File: config.mk
export PLATFORM = sky130hd
export DESIGN_NAME = day_night_light_detector
export DESIGN_NICKNAME = d
export VERILOG_FILES = /design/src/hw/rtl/dnl_pkg.sv /design/src/hw/rtl/dnl_cfg_regs.sv /design/src/hw/rtl/dnl_in_reg.sv /design/src/hw/rtl/dnl_core.sv /design/src/hw/rtl/dnl_out_reg.sv /design/src/hw/rtl/day_night_light_detector.sv
export SDC_FILE = /design/constraint.sdc
export NUM_CORES = 1
export LEC_CHECK = 0
export BUFFER_PORTS_ARGS = -buffer_cell sky130_fd_sc_hd__buf_2
export CORE_MARGIN = 4
export CORE_UTILIZATION = 50
export CTS_CLUSTER_SIZE = 30
export DETAILED_ROUTE_END_ITERATION = 7
export PLACE_DENSITY = 0.66
export SLEW_MARGIN = 40
export SYNTH_ARGS = -nofsm -noshare
export SYNTH_HDL_FRONTEND = slang
export SYNTH_SLANG_ARGS = --single-unit
File: constraint.sdc
create_clock -name clk_i -period 15.1 [get_ports clk_i]
set_clock_uncertainty 0.05 [all_clocks]
set_input_delay 3.02 -clock clk_i [delete_from_list [all_inputs] [get_ports clk_i]]
set_output_delay 3.02 -clock clk_i [all_outputs]
set_load 0.02 [all_outputs]
File: src/hw/rtl/dnl_pkg.sv
`default_nettype none

package dnl_pkg;

  localparam int unsigned DATA_W     = 12;
  localparam int unsigned TIMER_W    = 16;
  localparam int unsigned CFG_IDX_W  = 3;
  localparam int unsigned CFG_DATA_W = 16;
  localparam int unsigned IN_DATA_W  = 16;
  localparam int unsigned OUT_DATA_W = 32;

  localparam logic [DATA_W-1:0]  FULL_SCALE = 12'd4095;
  localparam logic [TIMER_W-1:0] TIMER_MAX  = 16'd65535;

  localparam logic [DATA_W-1:0]  NIGHT_THR_RST = 12'd1000;
  localparam logic [DATA_W-1:0]  DAY_THR_RST   = 12'd2000;
  localparam logic [TIMER_W-1:0] STABLE_MS_RST = 16'd3000;
  localparam logic [TIMER_W-1:0] POLL_MS_RST   = 16'd500;

  typedef enum logic [CFG_IDX_W-1:0] {
    CFG_NIGHT_THR = 3'd0,
    CFG_DAY_THR   = 3'd1,
    CFG_STABLE_MS = 3'd2,
    CFG_POLL_MS   = 3'd3,
    CFG_INVERT    = 3'd4
  } cfg_idx_e;

  typedef enum logic {
    CMD_TICK   = 1'b0,
    CMD_SAMPLE = 1'b1
  } cmd_e;

  typedef enum logic [1:0] {
    EV_NONE  = 2'd0,
    EV_NIGHT = 2'd1,
    EV_DAY   = 2'd2
  } event_e;

  typedef struct packed {
    logic [DATA_W-1:0]  night_thr;
    logic [DATA_W-1:0]  day_thr;
    logic [TIMER_W-1:0] stable_ms;
    logic [TIMER_W-1:0] poll_ms;
    logic               invert;
  } cfg_t;

  typedef struct packed {
    cmd_e              cmd;
    logic [DATA_W-1:0] sample_value;
    logic              sample_ok;
  } item_t;

  typedef struct packed {
    event_e            event_res;
    logic              is_night;
    logic [DATA_W-1:0] adc_average;
    logic [DATA_W-1:0] light_level;
  } result_t;

endpackage

`default_nettype wire

File: src/hw/rtl/dnl_cfg_regs.sv
`default_nettype none

module dnl_cfg_regs (
  input  wire logic                             clk_i,
  input  wire logic                             rst_ni,
  input  wire logic                             we_i,
  input  wire logic [dnl_pkg::CFG_IDX_W-1:0]    idx_i,
  input  wire logic [dnl_pkg::CFG_DATA_W-1:0]   data_i,
  output dnl_pkg::cfg_t                         cfg_o
);

  dnl_pkg::cfg_t cfg_q, cfg_d;

  always_comb begin
    cfg_d = cfg_q;
    if (we_i) begin
      case (dnl_pkg::cfg_idx_e'(idx_i))
        dnl_pkg::CFG_NIGHT_THR: cfg_d.night_thr = data_i[dnl_pkg::DATA_W-1:0];
        dnl_pkg::CFG_DAY_THR:   cfg_d.day_thr   = data_i[dnl_pkg::DATA_W-1:0];
        dnl_pkg::CFG_STABLE_MS: cfg_d.stable_ms = data_i[dnl_pkg::TIMER_W-1:0];
        dnl_pkg::CFG_POLL_MS:   cfg_d.poll_ms   = data_i[dnl_pkg::TIMER_W-1:0];
        dnl_pkg::CFG_INVERT:    cfg_d.invert    = data_i[0];
        default: ;
      endcase
    end
  end

  always_ff @(posedge clk_i or negedge rst_ni) begin
    if (!rst_ni) begin
      cfg_q.night_thr <= dnl_pkg::NIGHT_THR_RST;
      cfg_q.day_thr   <= dnl_pkg::DAY_THR_RST;
      cfg_q.stable_ms <= dnl_pkg::STABLE_MS_RST;
      cfg_q.poll_ms   <= dnl_pkg::POLL_MS_RST;
      cfg_q.invert    <= 1'b0;
    end else begin
      cfg_q <= cfg_d;
    end
  end

  assign cfg_o = cfg_q;

endmodule

`default_nettype wire

File: src/hw/rtl/dnl_in_reg.sv
`default_nettype none

module dnl_in_reg (
  input  wire logic            clk_i,
  input  wire logic            rst_ni,
  input  wire logic            in_valid_i,
  output logic                 in_ready_o,
  input  wire dnl_pkg::item_t  in_item_i,
  input  wire logic            take_i,
  output logic                 valid_o,
  output dnl_pkg::item_t       item_o
);

  logic           valid_q, valid_d;
  dnl_pkg::item_t item_q;
  logic           load;

  assign in_ready_o = !valid_q || take_i;
  assign load       = in_valid_i && in_ready_o;
  assign valid_d    = load || (valid_q && !take_i);

  always_ff @(posedge clk_i or negedge rst_ni) begin
    if (!rst_ni) begin
      valid_q <= 1'b0;
    end else begin
      valid_q <= valid_d;
    end
  end

  always_ff @(posedge clk_i) begin
    if (load) begin
      item_q <= in_item_i;
    end
  end

  assign valid_o = valid_q;
  assign item_o  = item_q;

endmodule

`default_nettype wire

File: src/hw/rtl/dnl_core.sv
`default_nettype none

module dnl_core #(
  parameter int unsigned SAMPLES = 8
) (
  input  wire logic             clk_i,
  input  wire logic             rst_ni,
  input  wire dnl_pkg::cfg_t    cfg_i,
  input  wire logic             step_i,
  input  wire dnl_pkg::item_t   item_i,
  output dnl_pkg::result_t      result_o
);

  localparam int unsigned CntW     = $clog2(SAMPLES + 1);
  localparam int unsigned SumW     = dnl_pkg::DATA_W + $clog2(SAMPLES);
  localparam int unsigned DivShift = SumW + 3;
  localparam int unsigned ProdW    = SumW + DivShift + 1;
  localparam logic [DivShift:0] DivMult =
    (DivShift + 1)'((2 ** DivShift + SAMPLES - 1) / SAMPLES);
  localparam logic [CntW-1:0] SamplesCnt = CntW'(SAMPLES);

  logic                        night_q, night_d;
  logic                        pend_q, pend_d;
  logic [dnl_pkg::TIMER_W-1:0] poll_tmr_q, poll_tmr_d;
  logic [dnl_pkg::TIMER_W-1:0] chg_tmr_q, chg_tmr_d;
  logic [dnl_pkg::DATA_W-1:0]  avg_q, avg_d;
  logic [dnl_pkg::DATA_W-1:0]  level_q, level_d;
  logic [SumW-1:0]             sum_q, sum_d;
  logic [CntW-1:0]             cnt_q, cnt_d;

  logic                        poll_due;
  logic [SumW-1:0]             sum_base;
  logic [SumW-1:0]             sum_acc;
  logic [CntW-1:0]             cnt_inc;
  logic [ProdW-1:0]            prod;
  logic                        finish;
  logic [dnl_pkg::DATA_W-1:0]  level;
  logic                        cand;
  dnl_pkg::event_e             ev;

  assign poll_due = (cnt_q != '0) || (poll_tmr_q >= cfg_i.poll_ms);
  assign sum_base = (cnt_q == '0) ? '0 : sum_q;
  assign sum_acc  = sum_base + SumW'(item_i.sample_value);
  assign cnt_inc  = cnt_q + 1'b1;
  assign prod     = ProdW'(sum_acc) * ProdW'(DivMult);

  always_comb begin
    night_d    = night_q;
    pend_d     = pend_q;
    poll_tmr_d = poll_tmr_q;
    chg_tmr_d  = chg_tmr_q;
    avg_d      = avg_q;
    level_d    = level_q;
    sum_d      = sum_q;
    cnt_d      = cnt_q;
    finish     = 1'b0;
    ev         = dnl_pkg::EV_NONE;
    level      = '0;
    cand       = 1'b0;

    if (item_i.cmd == dnl_pkg::CMD_TICK) begin
      poll_tmr_d = (poll_tmr_q == dnl_pkg::TIMER_MAX) ? poll_tmr_q : poll_tmr_q + 1'b1;
      chg_tmr_d  = (chg_tmr_q == dnl_pkg::TIMER_MAX) ? chg_tmr_q : chg_tmr_q + 1'b1;
    end else if (poll_due) begin
      if (cnt_q == '0) begin
        poll_tmr_d = '0;
      end
      if (!item_i.sample_ok) begin
        sum_d  = '0;
        cnt_d  = '0;
        finish = 1'b1;
      end else if (cnt_inc == SamplesCnt) begin
        avg_d  = prod[DivShift +: dnl_pkg::DATA_W];
        sum_d  = '0;
        cnt_d  = '0;
        finish = 1'b1;
      end else begin
        sum_d = sum_acc;
        cnt_d = cnt_inc;
      end
    end

    if (finish) begin
      level   = cfg_i.invert ? (dnl_pkg::FULL_SCALE - avg_d) : avg_d;
      level_d = level;
      cand    = night_q;
      if (level < cfg_i.night_thr) begin
        cand = 1'b1;
      end else if (level > cfg_i.day_thr) begin
        cand = 1'b0;
      end
      if (cand == night_q) begin
        pend_d = night_q;
      end else if (cand != pend_q) begin
        pend_d    = cand;
        chg_tmr_d = '0;
      end else if (chg_tmr_q >= cfg_i.stable_ms) begin
        night_d = cand;
        ev      = cand ? dnl_pkg::EV_NIGHT : dnl_pkg::EV_DAY;
      end
    end
  end

  always_ff @(posedge clk_i or negedge rst_ni) begin
    if (!rst_ni) begin
      night_q    <= 1'b0;
      pend_q     <= 1'b0;
      poll_tmr_q <= '0;
      chg_tmr_q  <= '0;
      avg_q      <= '0;
      level_q    <= dnl_pkg::DAY_THR_RST;
      sum_q      <= '0;
      cnt_q      <= '0;
    end else if (step_i) begin
      night_q    <= night_d;
      pend_q     <= pend_d;
      poll_tmr_q <= poll_tmr_d;
      chg_tmr_q  <= chg_tmr_d;
      avg_q      <= avg_d;
      level_q    <= level_d;
      sum_q      <= sum_d;
      cnt_q      <= cnt_d;
    end
  end

  assign result_o.event_res   = ev;
  assign result_o.is_night    = night_d;
  assign result_o.adc_average = avg_d;
  assign result_o.light_level = level_d;

endmodule

`default_nettype wire

File: src/hw/rtl/dnl_out_reg.sv
`default_nettype none

module dnl_out_reg (
  input  wire logic             clk_i,
  input  wire logic             rst_ni,
  input  wire logic             load_i,
  output logic                  ready_o,
  input  wire dnl_pkg::result_t result_i,
  output logic                  valid_o,
  input  wire logic             out_ready_i,
  output dnl_pkg::result_t      result_o
);

  logic             valid_q, valid_d;
  dnl_pkg::result_t result_q;

  assign ready_o = !valid_q || out_ready_i;
  assign valid_d = load_i || (valid_q && !out_ready_i);

  always_ff @(posedge clk_i or negedge rst_ni) begin
    if (!rst_ni) begin
      valid_q <= 1'b0;
    end else begin
      valid_q <= valid_d;
    end
  end

  always_ff @(posedge clk_i) begin
    if (load_i) begin
      result_q <= result_i;
    end
  end

  assign valid_o  = valid_q;
  assign result_o = result_q;

endmodule

`default_nettype wire

File: src/hw/rtl/day_night_light_detector.sv
// A request waits in the input register, its result in the result register.
// Throughput: one request per cycle unless a result waits downstream; each
// request is finished combinationally between the input and result registers.
// While a result waits downstream, the input register still takes one request.
// Reset is asynchronous, active low; it clears both valid flags and restores
// the configuration and the mode state, while the data registers are not reset.
`default_nettype none

module day_night_light_detector #(
  parameter int unsigned SAMPLES = 8
) (
  input  wire logic                                clk_i,
  input  wire logic                                rst_ni,
  input  wire logic                                cfg_we_i,
  input  wire logic [dnl_pkg::CFG_IDX_W-1:0]       cfg_idx_i,
  input  wire logic [dnl_pkg::CFG_DATA_W-1:0]      cfg_data_i,
  input  wire logic                                s_axis_tvalid,
  output logic                                     s_axis_tready,
  // [11:0] sample_value, [12] sample_ok, [15:13] zero.
  input  wire logic [dnl_pkg::IN_DATA_W-1:0]       s_axis_tdata,
  // [0] cmd.
  input  wire logic                                s_axis_tuser,
  output logic                                     m_axis_tvalid,
  input  wire logic                                m_axis_tready,
  // [1:0] event_res, [2] is_night, [14:3] adc_average, [26:15] light_level,
  // [31:27] zero.
  output logic [dnl_pkg::OUT_DATA_W-1:0]           m_axis_tdata
);

  dnl_pkg::cfg_t    cfg;
  dnl_pkg::item_t   in_item;
  dnl_pkg::item_t   item;
  dnl_pkg::result_t result;
  dnl_pkg::result_t out_result;
  logic             item_valid;
  logic             out_free;
  logic             step;

  assign in_item.cmd          = dnl_pkg::cmd_e'(s_axis_tuser);
  assign in_item.sample_value = s_axis_tdata[11:0];
  assign in_item.sample_ok    = s_axis_tdata[12];

  assign step = item_valid && out_free;

  dnl_cfg_regs u_cfg (
    .clk_i  (clk_i),
    .rst_ni (rst_ni),
    .we_i   (cfg_we_i),
    .idx_i  (cfg_idx_i),
    .data_i (cfg_data_i),
    .cfg_o  (cfg)
  );

  dnl_in_reg u_in (
    .clk_i      (clk_i),
    .rst_ni     (rst_ni),
    .in_valid_i (s_axis_tvalid),
    .in_ready_o (s_axis_tready),
    .in_item_i  (in_item),
    .take_i     (step),
    .valid_o    (item_valid),
    .item_o     (item)
  );

  dnl_core #(
    .SAMPLES (SAMPLES)
  ) u_core (
    .clk_i    (clk_i),
    .rst_ni   (rst_ni),
    .cfg_i    (cfg),
    .step_i   (step),
    .item_i   (item),
    .result_o (result)
  );

  dnl_out_reg u_out (
    .clk_i       (clk_i),
    .rst_ni      (rst_ni),
    .load_i      (step),
    .ready_o     (out_free),
    .result_i    (result),
    .valid_o     (m_axis_tvalid),
    .out_ready_i (m_axis_tready),
    .result_o    (out_result)
  );

  assign m_axis_tdata = {5'd0, out_result.light_level, out_result.adc_average,
                         out_result.is_night, out_result.event_res};

endmodule

`default_nettype wire

== Word level (Yosys, flattened, before mapping) ==
Index checks and enable logic that the tools add are counted.

* Output and inout bits: 34
* Input port bits: 41
* Logic and storage cells: 105
* Register bits after elaboration: 177

* Bitwise gates (word level): 2
* Add/subtract/negate cells: 5
* Reductions and logical operators: 26
* Muxes and demuxes: 34
* Magnitude comparators: 4
* Equal/unequal tests: 12

{| class="wikitable"
|+ Operators with widths
! cell !! count
|-
| two-way mux 16 bit || 9
|-
| two-way mux 12 bit || 6
|-
| two-way mux 15 bit || 3
|-
| adder 16 x 1 -> 16 bit (second input constant) || 2
|-
| equality test 16 bit (second input constant) || 2
|-
| greater-or-equal comparator 16 bit || 2
|-
| adder 15 x 12 -> 15 bit || 1
|-
| two-way mux 1 bit || 13
|-
| greater-than comparator 12 bit || 1
|-
| less-than comparator 12 bit || 1
|-
| subtractor 12 bit (first input constant) || 1
|-
| AND reduction 2 bit || 5
|-
| two-way mux 4 bit || 2
|-
| equality test 3 x 2 -> 1 bit (second input constant) || 2
|-
| AND reduction 3 bit || 2
|-
| logical OR 1 bit || 5
|-
| adder 4 x 1 -> 4 bit (second input constant) || 1
|-
| equality test 4 bit (second input constant) || 1
|-
| logical AND 1 bit || 4
|-
| logical NOT 1 bit || 4
|-
| logical NOT 4 bit || 1
|-
| != test 2 x 1 -> 1 bit (second input constant) || 2
|-
| AND reduction 4 bit || 1
|-
| nonzero test 4 bit || 1
|-
| 10 further kinds || 11
|}

== Longest topological paths before layout ==
* Depth in word-level cells: 17
* Mapped depth: 31
* Mapped depth without buffers: 28

== Hierarchy ==
Synthesis repeated with hierarchy kept, for this count alone.

* Cell total of the unflattened synthesis: 911
* Area total of the unflattened synthesis: 9798.1 µm²

{| class="wikitable"
|+ By module, submodules not included
! module !! instances !! sequential area each (µm²) !! cells each !! area an instance (µm²)
|-
| dnl_core || 1 || 1934.4 || 732 || 6222.2
|-
| dnl_cfg_regs || 1 || 1457.6 || 124 || 2195.9
|-
| dnl_out_reg || 1 || 835.8 || 30 || 858.3
|-
| dnl_in_reg || 1 || 445.4 || 18 || 474.2
|-
| day_night_light_detector || 1 || 0.0 || 7 || 47.5
|}

== Least setup slack after synthesis ==
Ideal clock, no wire load.

* Kind: register to register
* From: register u_core.cnt_q[0]
* To: register u_core.chg_tmr_q[11] in the netlist's numbering
* Path buffers: 3
* Required time: 14927 ps
* Setup slack: 8673 ps
* Arrival: 6254 ps
* Clock period less this slack: 6427 ps
* Cell stages (with the launch flop): 32
* Setup time: 123 ps
* Cell sequence: dfrtp_1 -> inv_1 -> ha_1 -> and2_1 -> clkbuf_1 -> clkbuf_1 -> nor2b_1 -> ha_1 -> fa_1 -> a21o_1 -> a21oi_2 -> o21ai_1 -> a311oi_2 -> o21ai_0 -> a31oi_2 -> xnor2_1 -> inv_1 -> ha_1 -> nand2_1 -> nor3_1 -> o21ai_0 -> a41o_1 -> o21ai_1 -> nand2_1 -> ha_1 -> nand2_1 -> inv_1 -> o2111ai_2 -> nor3b_1 -> nor3b_2 -> buf_6 -> nor4_2

{| class="wikitable"
|+ RTL lines
! item !! RTL line !! source
|-
| from (decl) || dnl_core.sv:29 || <nowiki>logic [CntW-1:0] cnt_q, cnt_d;</nowiki>
|-
| from (signal assigned) || dnl_core.sv:122 || <nowiki>cnt_q <= cnt_d;</nowiki>
|-
| to (signal assigned) || dnl_core.sv:118 || <nowiki>chg_tmr_q <= chg_tmr_d;</nowiki>
|-
| to (decl) || dnl_core.sv:25 || <nowiki>logic [dnl_pkg::TIMER_W-1:0] chg_tmr_q, chg_tmr_d;</nowiki>
|}

==> qor.yml <==
status: "finished, final reports clean"
nets: 1164
hold-path-endpoint: "u_core.sum_q[7]$_DFFE_PN0P_"
cts_made_buffers: 17
die_w_um: 149
worstSetupPathType: "reg2reg"
clockPowerShare_pct: 26.3
critPathCaptureType: "flop"
holdCritPathClass: "reg2reg"
grt_overflow: 0
synth_flop_cell: "dfrtp_1"
wl_per_cell_um: 16.4
routabilityCongestion: 0.835
hold_buffers: 0
die-area_um2: 22100
hp-start: "u_core.sum_q[7]$_DFFE_PN0P_"
clk_path_buf_depth: 2
gr-usage-all-layers_pct: 20.7
worstRegToRegCells: 28
fin_crit_sh_pct: 51.1
whs_ns: 0.425
period_minus_slack_ns: 7.72
cp.arrival_ns: 7.96
ant_nets: 0
drive_above_1_share_pct: 18.7
crit_path_top_delay_cell: "nor3b_4"
cts_resized: 0
drtIter0Drc: 365
antenna_cells: 0
worstMarginPinSlew_ns: 0.808
htreeDepth: 4
setup_violations: 0
rsz0062_at_grt: "false"
ir_drop_mv: 0.0766
routed-via-count: 7168
syn_to_final_growth_pct: 12.5
fp.dieH_um: 149
dr.pass1.iters: 4
routed_wl_um: 21700
fmax_mhz: 130
netlist_area_um2: 9900
p_comb_share_pct: 33.6
grt_pass1_wl_um: 36000
critical-path-max-stage-delay_ns: 0.67
fill_cells: 1686
grt_max_degree: 84
ys_async_sr_fraction_pct: 76.8
insertion_delay_ns: 0.44
synth_seq_area_share_pct: 47.2
ys_seq_elements: 177
start_util_pct: 50.9
hold_viol_final: 0
finalPower_mw: 1.71
ios: 75
r2r_end: "u_core.chg_tmr_q[5]$_DFFE_PN0P_"
r2r_slack_ns: 7.38
port_buffers: 66
cts-root-buf: "clkbuf_16"
p_seq_share_pct: 40.1
dp_hpwl_um: 15700
synth_cell_types: 74
hold_path_depth: 2
post_cts.repair.setup_buffers: 0
p_int_mw: 1.10
path_max_fanout: 17
avgSynthCellArea_um2: 10.0
drc_errors: 0
slew_headroom_pct: 46.2
finalMaxSlewViolations: 0
synth_cells: 986
swShare_pct: 36.0
grt_pass1_vias: 6907
start_kind: "flop"
via_per_inst: 5.40
rows: 51
antenna_found_initial: 0
core_um2: 19500
finalSetupTns_ns: 0
required_ns: 15.34
r2r-start: "u_core.cnt_q[0]$_DFFE_PN0P_"
p_per_area_nw_per_um2: 154
cap_violations: 0
leakage_nw: 5.01
cts_tree: "built"
synth_edf_count: 41
cpMostUsedCell: "ha_1"
synth_warnings: 0
p_switching_mw: 0.617
clkTransAtPathRegs_ns: 0.08
cts_sinks: 177
==> registers in the layout, summed over array words and instances (netlist names), 4 cells and up <==
register / flops
u_core.chg_tmr_q: 16
u_out.result_o: 27
u_core.avg_q: 12
u_core.sum_q: 15
u_cfg.cfg_o: 57
u_core.cnt_q: 4
u_core.poll_tmr_q: 16
u_in.item_o: 14
u_core.level_q: 12
==> power by group through the flow <==
stage	Clock (mW)	Sequential, mW	Combinational, mW
final	0.450	0.688	0.576
after global placement	0	0.693	0.558
after global routing	0.482	0.703	0.657
after CTS	0.461	0.687	0.579
after detailed placement	0	0.695	0.574
after floorplan	0	0.686	0.425
==> cells by family (layout without fill, tap and decap cells) <==
kind of cell / after synthesis / after routing / synth area share (%)
simple gates: 328 / 328 / 16.7
compound gates: 208 / 208 / 13.7
flops: 177 / 177 / 47.2
buf+inv: 117 / 189 / 4.82
fa+ha+maj: 74 / 74 / 9.43
mux: 41 / 41 / 4.58
xor+xnor: 40 / 40 / 3.54
other cells: 1 / 5 / 0.0379
==> worst max-delay path: cells and delay by family, from the launching register on <==
family / cells / cell delay (ns)
compound gates: 10 / 2.67
simple gates: 9 / 2.38
fa+ha+maj: 5 / 1.49
flops: 1 / 0.46
buf+inv: 3 / 0.33
xor+xnor: 1 / 0.19
==> layout make-up <==
class                   count  area [um^2]  share of cell area [%]
clock buffers              17          425                    3.82
clock inverters            15          171                    1.54
inverters                  80          300                    2.70
multi-input cells         696         4790                    43.1
flip-flops and latches    177         4670                    42.0
well taps                 265          332                    2.98
repair buffers             77          435                    3.91
==> synth_stat cells, types with 22 or more instances <==
master	count	area [um^2]
dfrtp_1	105	2630
o21ai_0	93	465
nor3_1	22	110
mux2_2	34	383
clkbuf_1	24	90.1
nand3_1	23	115
a21oi_1	28	140
dfstp_2	31	815
nand2_1	139	522
edfxtp_1	41	1230
inv_1	79	297
ha_1	73	913
xnor2_1	27	236
nor2_1	30	113
==> how the worst max path moves through the flow <==
stage,startpoint,end,cells after the start
CTS,u_core.cnt_q[0]$_DFFE_PN0P_,u_core.chg_tmr_q[5]$_DFFE_PN0P_,28
finish,u_core.cnt_q[0]$_DFFE_PN0P_,u_core.chg_tmr_q[5]$_DFFE_PN0P_,28
global placement,u_core.cnt_q[0]$_DFFE_PN0P_,u_core.chg_tmr_q[6]$_DFFE_PN0P_,28
global route,u_core.cnt_q[0]$_DFFE_PN0P_,u_core.chg_tmr_q[5]$_DFFE_PN0P_,28
floorplan,u_core.cnt_q[0]$_DFFE_PN0P_,u_core.chg_tmr_q[11]$_DFFE_PN0P_,31
detailed placement,u_core.cnt_q[0]$_DFFE_PN0P_,u_core.chg_tmr_q[5]$_DFFE_PN0P_,28
==> layer usage <==
layer  vias up  track usage (%)  part of all wire [%]
met3        22             3.53                   3.0
met1      3410             28.1                    47
li1       3637                -                     -
met2        99             34.2                    48
met5         -                0                     0
met4         0             6.24                   1.7
==> layout by cell type (no fill, tap or decap), types with 4 or more instances in the layout <==
master / synthesis / layout
nor4_1: 12 / 11
o21ai_0: 93 / 93
nand2_1: 139 / 139
buf_2: 3 / 65
mux2_2: 34 / 34
mux2i_1: 7 / 7
nand3_1: 23 / 23
nor3_1: 22 / 22
conb_1: 1 / 5
inv_1: 79 / 79
inv_6: 0 / 4
xnor2_1: 27 / 27
buf_4: 5 / 9
ha_1: 73 / 73
a21o_1: 12 / 12
nand4_1: 18 / 18
nor2b_1: 19 / 19
clkbuf_16: 0 / 17
dfrtp_1: 105 / 104
xor2_1: 13 / 13
and2_1: 4 / 4
nor3b_1: 6 / 6
o21ai_1: 4 / 4
o31ai_1: 10 / 10
o211ai_1: 9 / 9
and3_1: 10 / 10
nor4b_1: 5 / 5
o21a_1: 9 / 9
and4_1: 7 / 7
dfstp_2: 31 / 31
edfxtp_1: 41 / 41
nor2_1: 30 / 29
a211oi_1: 4 / 4
or3_1: 11 / 11
or4_1: 7 / 7
a21oi_1: 28 / 28
==> metrics by stage <==
| step | setup slack [ns] | cell area [um^2] | std cells | utilization (%) |
|---|---|---|---|---|
| after floorplan | 8.67 | 9910 | 990 | - |
| after global placement | 7.35 | 10500 | 1293 | 53.8 |
| after detailed placement | 7.43 | 10500 | 1293 | 53.9 |
| after CTS | 7.38 | 11100 | 1325 | 57.0 |
| after global routing | 6.80 | 11100 | 1327 | 57.2 |
| final | 7.38 | 11100 | 1327 | 57.2 |
(Power assumes the default switching activity.)
